[config.mk]
export PLATFORM = sky130hd
export DESIGN_NAME = command_line_buffer_tokenizer_flat
export DESIGN_NICKNAME = d
export VERILOG_FILES = /design/src/clb_pkg.sv /design/src/clb_if.sv /design/src/command_line_buffer_tokenizer.sv /design/src/clb_mem.sv /design/src/clb_ctrl.sv /design/src/flat_wrapper.sv
export SDC_FILE = /design/constraint.sdc
export NUM_CORES = 1
export LEC_CHECK = 0
export ABC_AREA = 1
export ABC_CLOCK_PERIOD_IN_PS = 5180
export BUFFER_PORTS_ARGS = -buffer_cell sky130_fd_sc_hd__buf_2
export CAP_MARGIN = 20
export CORE_MARGIN = 2
export CORE_UTILIZATION = 45
export DETAILED_ROUTE_END_ITERATION = 10
export PLACE_DENSITY = 0.58
export SLEW_MARGIN = 10
export SYNTH_ARGS = -nofsm -noshare
export SYNTH_HDL_FRONTEND = slang
export SYNTH_HIERARCHICAL = 1
export SYNTH_SLANG_ARGS = --single-unit
[constraint.sdc]
create_clock -name clock -period 5.18 [get_ports clock]
set_clock_uncertainty 0.2 [all_clocks]
set_input_delay 1.036 -clock clock [delete_from_list [all_inputs] [get_ports clock]]
set_output_delay 1.036 -clock clock [all_outputs]
set_load 0.05 [all_outputs]
[src/clb_pkg.sv]
// shared types, codes and constants of the command line buffer tokenizer
`default_nettype none

package clb_pkg;

   // default store depth in bytes
   localparam int DEFAULT_BUFFER_DEPTH = 64;

   // fixed field widths
   localparam int ACTION_W = 2;
   localparam int CHAR_W   = 8;
   localparam int STATUS_W = 2;
   localparam int OFFSET_W = 6;

   // action codes
   localparam logic [ACTION_W-1:0] ACT_PUT   = 2'd0;
   localparam logic [ACTION_W-1:0] ACT_CLEAR = 2'd1;
   localparam logic [ACTION_W-1:0] ACT_FETCH = 2'd2;

   // status codes
   localparam logic [STATUS_W-1:0] ST_OK      = 2'd0;
   localparam logic [STATUS_W-1:0] ST_ENDED   = 2'd1;
   localparam logic [STATUS_W-1:0] ST_REFUSED = 2'd2;

   // special keys
   localparam logic [CHAR_W-1:0] KEY_NEWLINE = 8'd10;
   localparam logic [CHAR_W-1:0] KEY_RETURN  = 8'd13;
   localparam logic [CHAR_W-1:0] KEY_ERASE   = 8'd8;
   localparam logic [CHAR_W-1:0] KEY_SPACE   = 8'd32;
   localparam logic [CHAR_W-1:0] KEY_NULL    = 8'd0;

   // result of one transaction
   typedef struct packed {
      logic [STATUS_W-1:0] status;
      logic                arg_found;
      logic [OFFSET_W-1:0] arg_offset;
   } res_type;

endpackage

`default_nettype wire

[src/clb_if.sv]
// request and response channel interfaces
`default_nettype none

interface clb_req_if;
   import clb_pkg::*;

   logic                valid;
   logic                ready;
   logic [ACTION_W-1:0] action;
   logic [CHAR_W-1:0]   char_in;

   modport source (output valid, output action, output char_in, input ready);
   modport sink   (input valid, input action, input char_in, output ready);
endinterface

interface clb_rsp_if;
   import clb_pkg::*;

   logic                valid;
   logic                ready;
   logic [STATUS_W-1:0] status;
   logic                arg_found;
   logic [OFFSET_W-1:0] arg_offset;

   modport source (output valid, output status, output arg_found, output arg_offset,
                   input ready);
   modport sink   (input valid, input status, input arg_found, input arg_offset,
                   output ready);
endinterface

`default_nettype wire

[src/command_line_buffer_tokenizer.sv]
// command line buffer with argument tokenizer, top level
//
//   channel   direction  payload                            handshake
//   req_chan  in         action, char_in                    valid / ready
//   rsp_chan  out        status, arg_found, arg_offset      valid / ready
//
// one transaction at a time; req_chan.ready is high only while the sequencer idles.
// put or erase writes at most one byte of the store; end of line runs the space-to-null
// walk through the single-port store read over the whole store; clear zeroes the whole store.
// fetch scans the stored bytes one by one through the same read port.
// after reset the store is zeroed before req_chan.ready rises.
// a result waits in the output register while the next transaction is taken.
`default_nettype none

module command_line_buffer_tokenizer #(
   parameter int BUFFER_DEPTH = clb_pkg::DEFAULT_BUFFER_DEPTH
) (
   input  wire logic  clock,
   input  wire logic  reset,
   clb_req_if.sink    req_chan,
   clb_rsp_if.source  rsp_chan
);
   import clb_pkg::*;

   localparam int ADDR_W = $clog2(BUFFER_DEPTH);

   logic              res_valid;
   res_type           res;
   logic              slot_free;
   logic              rsp_valid_ff;
   res_type           rsp_res_ff;

   logic              mem_wr_en;
   logic [ADDR_W-1:0] mem_wr_addr;
   logic [CHAR_W-1:0] mem_wr_data;
   logic [ADDR_W-1:0] mem_rd_addr;
   logic [CHAR_W-1:0] mem_rd_data;

   // sequencer
   clb_ctrl #(
      .BUFFER_DEPTH (BUFFER_DEPTH)
   ) u_ctrl (
      .clock       (clock),
      .reset       (reset),
      .req_valid   (req_chan.valid),
      .req_action  (req_chan.action),
      .req_char    (req_chan.char_in),
      .req_ready   (req_chan.ready),
      .slot_free   (slot_free),
      .res_valid   (res_valid),
      .res         (res),
      .mem_wr_en   (mem_wr_en),
      .mem_wr_addr (mem_wr_addr),
      .mem_wr_data (mem_wr_data),
      .mem_rd_addr (mem_rd_addr),
      .mem_rd_data (mem_rd_data)
   );

   // line store
   clb_mem #(
      .BUFFER_DEPTH (BUFFER_DEPTH)
   ) u_mem (
      .clock   (clock),
      .wr_en   (mem_wr_en),
      .wr_addr (mem_wr_addr),
      .wr_data (mem_wr_data),
      .rd_addr (mem_rd_addr),
      .rd_data (mem_rd_data)
   );

   // output register
   assign slot_free = !rsp_valid_ff || rsp_chan.ready;

   always_ff @(posedge clock) begin
      if (reset) begin
         rsp_valid_ff <= 1'b0;
      end else if (slot_free) begin
         rsp_valid_ff <= res_valid;
      end
      if (slot_free && res_valid) begin
         rsp_res_ff <= res;
      end
   end

   assign rsp_chan.valid      = rsp_valid_ff;
   assign rsp_chan.status     = rsp_res_ff.status;
   assign rsp_chan.arg_found  = rsp_res_ff.arg_found;
   assign rsp_chan.arg_offset = rsp_res_ff.arg_offset;
endmodule

`default_nettype wire

[src/clb_mem.sv]
// line store: one write port, one registered read port
`default_nettype none

module clb_mem #(
   parameter int  BUFFER_DEPTH = clb_pkg::DEFAULT_BUFFER_DEPTH,
   localparam int ADDR_W       = $clog2(BUFFER_DEPTH)
) (
   input  wire logic                        clock,
   input  wire logic                        wr_en,
   input  wire logic [ADDR_W-1:0]           wr_addr,
   input  wire logic [clb_pkg::CHAR_W-1:0]  wr_data,
   input  wire logic [ADDR_W-1:0]           rd_addr,
   output logic      [clb_pkg::CHAR_W-1:0]  rd_data
);
   import clb_pkg::*;

   logic [CHAR_W-1:0] store_mem [BUFFER_DEPTH];
   logic [CHAR_W-1:0] rd_data_ff;

   // write port
   always_ff @(posedge clock) begin
      if (wr_en) begin
         store_mem[wr_addr] <= wr_data;
      end
   end

   // registered read port
   always_ff @(posedge clock) begin
      rd_data_ff <= store_mem[rd_addr];
   end

   assign rd_data = rd_data_ff;
endmodule

`default_nettype wire

[src/clb_ctrl.sv]
// sequencer with the byte compares and pointer increments
`default_nettype none

module clb_ctrl #(
   parameter int  BUFFER_DEPTH = clb_pkg::DEFAULT_BUFFER_DEPTH,
   localparam int ADDR_W       = $clog2(BUFFER_DEPTH)
) (
   input  wire logic                          clock,
   input  wire logic                          reset,
   input  wire logic                          req_valid,
   input  wire logic [clb_pkg::ACTION_W-1:0]  req_action,
   input  wire logic [clb_pkg::CHAR_W-1:0]    req_char,
   output logic                               req_ready,
   input  wire logic                          slot_free,
   output logic                               res_valid,
   output clb_pkg::res_type                   res,
   output logic                               mem_wr_en,
   output logic      [ADDR_W-1:0]             mem_wr_addr,
   output logic      [clb_pkg::CHAR_W-1:0]    mem_wr_data,
   output logic      [ADDR_W-1:0]             mem_rd_addr,
   input  wire logic [clb_pkg::CHAR_W-1:0]    mem_rd_data
);
   import clb_pkg::*;

   localparam int CNT_W = $clog2(BUFFER_DEPTH + 1);
   localparam logic [ADDR_W-1:0] LAST_ADDR = ADDR_W'(BUFFER_DEPTH - 1);
   localparam logic [CNT_W-1:0]  FILL_MAX  = CNT_W'(BUFFER_DEPTH - 1);
   localparam logic [CNT_W-1:0]  DEPTH_CNT = CNT_W'(BUFFER_DEPTH);

   typedef enum logic [2:0] {
      S_CLEAR,
      S_IDLE,
      S_WALK_RD,
      S_WALK_CHK,
      S_FETCH_RD,
      S_FETCH_CHK,
      S_DONE
   } state_type;

   state_type        state_ff, state_in;
   logic [ADDR_W-1:0] ptr_ff, ptr_in;
   logic [CNT_W-1:0]  fill_ff, fill_in;
   logic [CNT_W-1:0]  scan_ff, scan_in;
   logic              line_done_ff, line_done_in;
   logic              first_ff, first_in;
   logic              clr_reply_ff, clr_reply_in;
   res_type           res_ff, res_in;

   logic [CNT_W-1:0]  fill_dec;
   logic [CNT_W-1:0]  scan_next;
   logic              accept;

   assign fill_dec  = fill_ff - 1'b1;
   assign scan_next = scan_ff + 1'b1;
   assign accept    = req_valid && (state_ff == S_IDLE);

   // next state and store access
   always_comb begin
      state_in     = state_ff;
      ptr_in       = ptr_ff;
      fill_in      = fill_ff;
      scan_in      = scan_ff;
      line_done_in = line_done_ff;
      first_in     = first_ff;
      clr_reply_in = clr_reply_ff;
      res_in       = res_ff;
      mem_wr_en    = 1'b0;
      mem_wr_addr  = ptr_ff;
      mem_wr_data  = KEY_NULL;
      mem_rd_addr  = ptr_ff;

      case (state_ff)
         // zero sweep after reset or clear
         S_CLEAR: begin
            mem_wr_en = 1'b1;
            if (ptr_ff == LAST_ADDR) begin
               ptr_in       = '0;
               clr_reply_in = 1'b0;
               state_in     = clr_reply_ff ? S_DONE : S_IDLE;
            end else begin
               ptr_in = ptr_ff + 1'b1;
            end
         end

         S_IDLE: begin
            if (req_valid) begin
               res_in   = '0;
               state_in = S_DONE;
               case (req_action)
                  ACT_PUT: begin
                     if (line_done_ff) begin
                        res_in.status = ST_ENDED;
                     end else if (req_char == KEY_NEWLINE || req_char == KEY_RETURN) begin
                        res_in.status = ST_ENDED;
                        line_done_in  = 1'b1;
                        ptr_in        = '0;
                        state_in      = S_WALK_RD;
                     end else if (req_char == KEY_ERASE) begin
                        if (fill_ff == '0) begin
                           res_in.status = ST_REFUSED;
                        end else begin
                           fill_in     = fill_dec;
                           mem_wr_en   = 1'b1;
                           mem_wr_addr = fill_dec[ADDR_W-1:0];
                           mem_wr_data = KEY_NULL;
                        end
                     end else if (fill_ff >= FILL_MAX) begin
                        res_in.status = ST_REFUSED;
                     end else begin
                        fill_in     = fill_ff + 1'b1;
                        mem_wr_en   = 1'b1;
                        mem_wr_addr = fill_ff[ADDR_W-1:0];
                        mem_wr_data = req_char;
                     end
                  end
                  ACT_CLEAR: begin
                     fill_in      = '0;
                     scan_in      = '0;
                     line_done_in = 1'b0;
                     first_in     = 1'b1;
                     clr_reply_in = 1'b1;
                     ptr_in       = '0;
                     state_in     = S_CLEAR;
                  end
                  ACT_FETCH: begin
                     if (first_ff) begin
                        first_in         = 1'b0;
                        res_in.arg_found = 1'b1;
                     end else if (scan_ff < DEPTH_CNT) begin
                        state_in = S_FETCH_RD;
                     end
                  end
                  default: begin
                     res_in = '0;
                  end
               endcase
            end
         end

         // space to null walk over the whole store
         S_WALK_RD: begin
            state_in = S_WALK_CHK;
         end

         S_WALK_CHK: begin
            if (mem_rd_data == KEY_SPACE) begin
               mem_wr_en = 1'b1;
            end
            if (ptr_ff == LAST_ADDR) begin
               ptr_in   = '0;
               state_in = S_DONE;
            end else begin
               ptr_in   = ptr_ff + 1'b1;
               state_in = S_WALK_RD;
            end
         end

         // argument scan, one byte per read
         S_FETCH_RD: begin
            mem_rd_addr = scan_ff[ADDR_W-1:0];
            state_in    = S_FETCH_CHK;
         end

         S_FETCH_CHK: begin
            scan_in  = scan_next;
            state_in = S_DONE;
            if (scan_next >= fill_ff) begin
               res_in = '0;
            end else if (mem_rd_data == KEY_NULL) begin
               res_in.arg_found  = 1'b1;
               res_in.arg_offset = OFFSET_W'(scan_next);
            end else if (scan_next != DEPTH_CNT) begin
               state_in = S_FETCH_RD;
            end
         end

         // result waits for the output register
         S_DONE: begin
            if (slot_free) begin
               state_in = S_IDLE;
            end
         end

         default: begin
            state_in = S_CLEAR;
         end
      endcase
   end

   // state and registered outputs
   always_ff @(posedge clock) begin
      if (reset) begin
         state_ff     <= S_CLEAR;
         ptr_ff       <= '0;
         fill_ff      <= '0;
         scan_ff      <= '0;
         line_done_ff <= 1'b0;
         first_ff     <= 1'b1;
         clr_reply_ff <= 1'b0;
      end else begin
         state_ff     <= state_in;
         ptr_ff       <= ptr_in;
         fill_ff      <= fill_in;
         scan_ff      <= scan_in;
         line_done_ff <= line_done_in;
         first_ff     <= first_in;
         clr_reply_ff <= clr_reply_in;
      end
      res_ff <= res_in;
   end

   assign req_ready = (state_ff == S_IDLE);
   assign res_valid = (state_ff == S_DONE);
   assign res       = res_ff;

   // an ordinary byte with room grows the line by one
   assert property (@(posedge clock) disable iff (reset)
      (accept && req_action == ACT_PUT && !line_done_ff && req_char != KEY_NEWLINE &&
       req_char != KEY_RETURN && req_char != KEY_ERASE && fill_ff < FILL_MAX)
      |=> (fill_ff == $past(fill_ff) + 1'b1))
      else $error("fill count did not advance on an accepted byte");

   // the line ends only through an accepted newline or return
   assert property (@(posedge clock) disable iff (reset)
      $rose(line_done_ff) |-> ($past(accept) && $past(req_action) == ACT_PUT &&
         ($past(req_char) == KEY_NEWLINE || $past(req_char) == KEY_RETURN)))
      else $error("line ended without an end key");

   // counters stay within the store
   assert property (@(posedge clock) disable iff (reset)
      (fill_ff <= FILL_MAX) && (scan_ff <= DEPTH_CNT))
      else $error("fill count or scan position out of range");

   // a scan step never starts past the end of the store
   assert property (@(posedge clock) disable iff (reset)
      (state_ff == S_FETCH_RD) |-> (scan_ff < DEPTH_CNT) && !first_ff)
      else $error("argument scan started out of range");
endmodule

`default_nettype wire
[src/flat_wrapper.sv]
// flat-port wrapper written by rule: the top's interface ports become plain ports
module command_line_buffer_tokenizer_flat import clb_pkg::*;
#(
   parameter int BUFFER_DEPTH = clb_pkg::DEFAULT_BUFFER_DEPTH
)
  (clock, reset, req_chan_valid, req_chan_action, req_chan_char_in, req_chan_ready, rsp_chan_valid, rsp_chan_status, rsp_chan_arg_found, rsp_chan_arg_offset, rsp_chan_ready);
  clb_req_if req_chan_i ();
  clb_rsp_if rsp_chan_i ();
  input  wire logic clock;
  input  wire logic reset;
  input wire logic [$bits(req_chan_i.valid)-1:0] req_chan_valid;
  input wire logic [$bits(req_chan_i.action)-1:0] req_chan_action;
  input wire logic [$bits(req_chan_i.char_in)-1:0] req_chan_char_in;
  output wire logic [$bits(req_chan_i.ready)-1:0] req_chan_ready;
  output wire logic [$bits(rsp_chan_i.valid)-1:0] rsp_chan_valid;
  output wire logic [$bits(rsp_chan_i.status)-1:0] rsp_chan_status;
  output wire logic [$bits(rsp_chan_i.arg_found)-1:0] rsp_chan_arg_found;
  output wire logic [$bits(rsp_chan_i.arg_offset)-1:0] rsp_chan_arg_offset;
  input wire logic [$bits(rsp_chan_i.ready)-1:0] rsp_chan_ready;
  assign req_chan_i.valid = req_chan_valid;
  assign req_chan_i.action = req_chan_action;
  assign req_chan_i.char_in = req_chan_char_in;
  assign req_chan_ready = req_chan_i.ready;
  assign rsp_chan_valid = rsp_chan_i.valid;
  assign rsp_chan_status = rsp_chan_i.status;
  assign rsp_chan_arg_found = rsp_chan_i.arg_found;
  assign rsp_chan_arg_offset = rsp_chan_i.arg_offset;
  assign rsp_chan_i.ready = rsp_chan_ready;
  command_line_buffer_tokenizer #(.BUFFER_DEPTH(BUFFER_DEPTH)) u_core (.clock(clock), .reset(reset), .req_chan(req_chan_i), .rsp_chan(rsp_chan_i));
endmodule
---- Word level (Yosys, flattened, before mapping) ----
Memories as Yosys holds them, arrays and structs flattened. A register that Yosys moved wholly into a read port is not among the register bits.
Index checks and enable logic that the tools add are counted.
word-level totals
  bits in registers ....................... 45
  RAM bits ................................ 512
  input bits .............................. 14
  output and inout port bits .............. 11
  word-level logic and storage cells ...... 149
  memories ................................ 1
memories
  memory                  depth  width  rd ports  clocked after memory_dff  wr ports  line           RTL
  u_core.u_mem.store_mem  64     8      1         1                         1         clb_mem.sv:17  logic [CHAR_W-1:0] store_mem [BUFFER_DEPTH];
operators by class
  $add $sub $neg .......................... 4
  order comparisons ....................... 3
  equal/unequal tests ..................... 27
  multiplexer cells ....................... 77
  reduce and logical (&&, ||, !) cells .... 23
operators with widths
  kind                                                                count
  2-to-1 mux 6 bit                                                    13
  2-to-1 mux 7 bit                                                    9
  2-to-1 mux 8 bit                                                    7
  one-hot mux 7 bit (2 select lines)                                  2
  == test 8 x 4 -> 1 bit (second input constant)                      3
  2-to-1 mux 3 bit                                                    8
  one-hot mux 6 bit (2 select lines)                                  2
  2-to-1 mux 2 bit                                                    11
  one-hot mux 3 bit (7 select lines)                                  1
  one-hot mux 9 bit (2 select lines)                                  1
  AND reduction 3 bit                                                 6
  2-to-1 mux 1 bit                                                    17
  inequality test 3 bit (second input constant)                       5
  adder 7 x 1 -> 7 bit (second input constant)                        2
  inequality test 2 bit (second input constant)                       6
  nonzero test 2 bit                                                  5
  == test 3 bit (second input constant)                               3
  2-to-1 mux 9 bit                                                    1
  one-hot mux 3 bit (3 select lines)                                  1
  == test 8 x 6 -> 1 bit (second input constant)                      1
  logical NOT 8 bit                                                   1
  greater-or-equal comparator 7 x 6 -> 1 bit (second input constant)  1
  greater-or-equal comparator 7 bit                                   1
  logical NOT 7 bit                                                   1
  other kinds (22)                                                    26

---- Depth between registers and ports, before layout ----
  depth in word-level cells ............... 10
  depth in mapped cells ................... 18
  mapped depth without buffers ............ 17

---- Cells and area by module ----
The synthesis kept the hierarchy.
by module, submodules not included
  module                         times used  cells each  area an instance (um^2)  seq. area each (um^2)
  clb_mem                        1           1822        21291.7                  15534.9
  clb_ctrl                       1           417         2688.8                   790.8
  command_line_buffer_tokenizer  1           15          317.8                    290.3

---- Worst setup path after synthesis ----
Ideal clock, no wire load.
  path kind ............................... input port to flip-flop
  from .................................... in req_chan_action[0]
  to ...................................... mem u_core.u_mem.store_mem[0][0] (data pin)
  setup time .............................. 681 ps
  arrival time ............................ 4142 ps
  data required time ...................... 4299 ps
  setup slack ............................. 157 ps
  cell stages on the path ................. 6
  buffers on the path ..................... 0
  path through ............................ inv_1 ha_1 inv_1 nor2_2 nand2_2 nor3_1
between the ends
  word-level cells in the longest chain between the ends .. 4
RTL lines
  what                       line                                 RTL
  start: declaration         flat_wrapper.sv:12                   input wire logic [$bits(req_chan_i.action)-1:0] req_chan_action;
  logical NOT 2 bit          clb_ctrl.sv:89                       case (req_action)
  2-to-1 mux 8 bit           clb_ctrl.sv:89
  2-to-1 mux 8 bit           clb_ctrl.sv:86                       if (req_valid) begin
  2-to-1 mux 8 bit           clb_ctrl.sv:72                       case (state_ff)
  via u_core.mem_wr_data[0]  command_line_buffer_tokenizer.sv:35  logic [CHAR_W-1:0] mem_wr_data;
  end: declaration           clb_mem.sv:17
The timed path passes the listed nets, and every way through them passes these cells.

---- Final worst setup path ----
  from .................................... in req_chan_action[1]
  to ...................................... mem u_core.u_mem.store_mem[59][3], enable pin
between the ends
  elaborated cells on any way between the ends .. 9
  classes of those cells .................. mux: 8; reduce/logical: 1
RTL lines
  what                       line                                 RTL
  logical NOT 2 bit          clb_ctrl.sv:89
  2-to-1 mux 6 bit           clb_ctrl.sv:89
  2-to-1 mux 6 bit           clb_ctrl.sv:86
  2-to-1 mux 6 bit           clb_ctrl.sv:72
  via u_core.mem_wr_addr[1]  command_line_buffer_tokenizer.sv:34  logic [ADDR_W-1:0] mem_wr_addr;
The timed path passes the listed nets, and every way through them passes these cells.

==> impl_results.md <==
- Max Freq: 241 MHz
- Minimum clock period after layout: 4.14 ns
- Cell Area, Synth: 0.0243 mm²
- Final cell count without fillers: 3011
- RSZ-0062 raised after global routing: false
- # diodes: 0
- Net Sw Power: 2.30 mW
- Drt drc: 0
- Routed Antenna Nets: 0
- Tcrit/Tclk final: 80.0%
- Synth cell types: 39
- CTS root buf: clkbuf_16
- Worst skew pair latency: 0.62 ns
- Antenna violations before repair: 0
- Count of final setup violators: 0
- CP Capture Type: register
- CTS tree: built
- Post-synth top area share: 65.5%
- Max rail drop VDD: 0.266 mV
- Via count: 16700
- Worst path max stage delay: 0.69 ns
- Largest area contributor in the netlist: edfxtp_1
- Mean post-synth cell area: 10.8 µm²
- Full die area: 0.0559 mm²
- DRT Wirelength: 63300 µm
- Clk buf depth: 3
- Largest net degree at the start of global routing: 215
- Clk slew on worst S/H paths: 0.06 ns
- EDFF count, synth: 530
- Final nets: 2297
- Pwr/cell area: 369 mW/mm²
- Worst path arrival time: 4.19 ns
- Worst endpoint required time: 5.23 ns
- Max_cap viols: 0
- Inserted Clock Buffers: 57
- CP bufs+invs: 7
- Critical Path Source Type: primary input
- DP HPWL: 38100 µm
- Vias in the first global route: 16300
- Post-synthesis async set-or-reset flop share: 0%
- All-layer global routing usage: 22.6%
- IO Count: 25
- I/O Buffers: 24
- Crit-path slowest cell: nor2_1
- Top FF cell, synth: edfxtp_1
- Max-slew violation count: 0
- Logic gate share of total power: 7.7%
- Cell mode on critical path: inv_1
- Most frequent cells in the layout: nand2_1 (755), edfxtp_1 (530), nand3_1 (464)
- Min Hold Slack: 0.224 ns
- Most common cell after layout, fill and taps aside: nand2_1
- Iter 0 DRT Violations: 1612
- Resize count post-CTS: 0
- Final Util: 50.2%
- Initial core utilization: 45.3%
- Seq/Total Area, Yosys: 68.4%
- Crit-path cells: buf_2 > inv_1 > ha_1 > inv_1 > nor2_2 > nand2_2 > clkinv_2 > nand2_2 > inv_2 > o21ai_1 > inv_1 > inv_1 > nor3_1 > nand2_1 > nor2_1
- Hold Violations, Final: 0
- Area growth syn-to-layout: 10.8%
- Vias per std cell: 5.53
- Max FO, Critical Path: 8
- Top delay family on crit path: simple AND/OR/NAND/NOR gates
- Worst hold path type: reg2reg
- Core area: 0.0536 mm²
- H-tree depth: 2
- Seq cells post-synth: 565
- Final setup TNS: 0 ns
- Pleak: 9.71 nW
- Sequential share of power: 50.1%
- Syn_nets: 2283
- First-pass GRT wire length: 95600 µm
- Placer Congestion: 0.893
- Internal: 7.65 mW
- Yosys Warn Count: 6
- # Post-CTS Setup Buffers: 0
- Hold_buf cts: 0
- Total gr overflow: 0
- Die Y: 236 µm
- Status: completed
- Cell count after placement: 2904
- Filler Cell Count: 4854
- Width of the die: 236 µm
- Worst-Margin Slew: 0.975 ns
- DR WL/cell: 21.0 µm
- Clock power share: 42.2%
- Switching Share: 23.1%
- Worst setup path class: in2reg
- CTS sink count: 565
- Largest cells by area after synthesis: edfxtp_1 (65%), nand2_1 (12%), nand3_1 (9.6%), dfxtp_1 (2.9%), nor2_1 (1.7%)
- DRT Pass-1 Iters: 5
- # rows: 85
- Slew HR: 35.0%
- Final Power: 9.95 mW
- Layout cells sized above 1: 8.98%
- Post-Synthesis Cells: 2254
## sequential cells by signal, indices dropped and copies added, names as in the netlist
name                        count
u_core/u_mem/store_mem        512
u_core/u_ctrl/res               9
u_core/u_mem/rd_data            8
u_core/u_ctrl/fill_ff           7
u_core/u_ctrl/scan_ff           7
u_core/rsp_chan.arg_offset      6
u_core/u_ctrl/ptr_ff            6
u_core/u_ctrl/state_ff          3
u_core/rsp_chan.status          2
u_core/rsp_chan.arg_found       1
u_core/rsp_chan.valid           1
u_core/u_ctrl/clr_reply_ff      1
u_core/u_ctrl/first_ff          1
u_core/u_ctrl/line_done_ff      1
## power groups by stage
stage	logic, mW	clock network, mW	registers, mW
after floorplan	0.561	0	5.08
after global placement	0.748	0	5.08
after detailed placement	0.757	0	5.08
after CTS	0.760	4.28	4.98
after global routing	0.848	4.45	4.99
final	0.765	4.20	4.98
## layout make-up
| type | instances | area (µm²) | area share (%) |
|---|---|---|---|
| clock inverter | 39 | 408 | 1.51 |
| inverter | 90 | 349 | 1.30 |
| clock buffer | 67 | 1510 | 5.59 |
| tap | 696 | 871 | 3.23 |
| multi-input combinational | 1482 | 6660 | 24.7 |
| timing repair buffer | 72 | 526 | 1.95 |
| sequential | 565 | 16600 | 61.7 |
## through the flow
stage	setup WS, ns	instance area (µm²)
2_1_floorplan	0.157	24300
3_3_place_gp	0.655	25000
3_5_place_dp	0.479	25000
4_1_cts	1.10	26900
5_1_grt	0.832	26900
6_report	1.04	26900
## worst paths after layout
kind                                  from                            end  slack (ns)  cells past startpoint
setup / recovery        req_chan_action[1]  u_core/u_mem/store_mem[59][3]        1.04                     15
hold / removal        u_core/u_ctrl/res[4]  u_core/rsp_chan.arg_offset[4]        0.22                      0
setup reg to reg  u_core/u_ctrl/fill_ff[0]  u_core/u_mem/store_mem[59][3]        1.18                     13
hold reg to reg       u_core/u_ctrl/res[4]  u_core/rsp_chan.arg_offset[4]        0.22                      0
## worst register-to-register path, cell delays in order, from the launching register on
cell and delay [ns]:
dfxtp_1 0.50, inv_1 0.15, ha_1 0.29, nand4_1 0.22, nand2_2 0.12, nand2_1 0.17, nand2_2 0.08, inv_2 0.10
o21ai_1 0.08, inv_1 0.16, inv_1 0.11, nor3_1 0.29, nand2_1 0.48, nor2_1 0.69
## kinds of logic after synthesis
kind of cell | Yosys count | synth area share, %
fa+ha+maj | 15 | 0.772
compound gates | 73 | 1.64
flops | 565 | 68.4
xor+xnor | 5 | 0.180
mux | 1 | 0.0463
simple gates | 1388 | 24.5
buf+inv | 207 | 4.52
## synth_stat cells, drive strengths merged, types with 11 or more instances
master / number
dfxtp: 35
nor3: 28
inv: 89
nand3: 466
nor2: 113
clkbuf: 11
nand2: 763
buf: 106
edfxtp: 530
o21ai: 28
a21oi: 34
ha: 15
## layer usage
layer,wire length (µm),up-vias,global-route usage [%]
met5,0,-,0
met4,2260,0,8.53
met2,30200,630,37.2
met3,4170,134,3.64
li1,-,7818,-
met1,26700,8074,30.1
(Power assumes the default switching activity.)
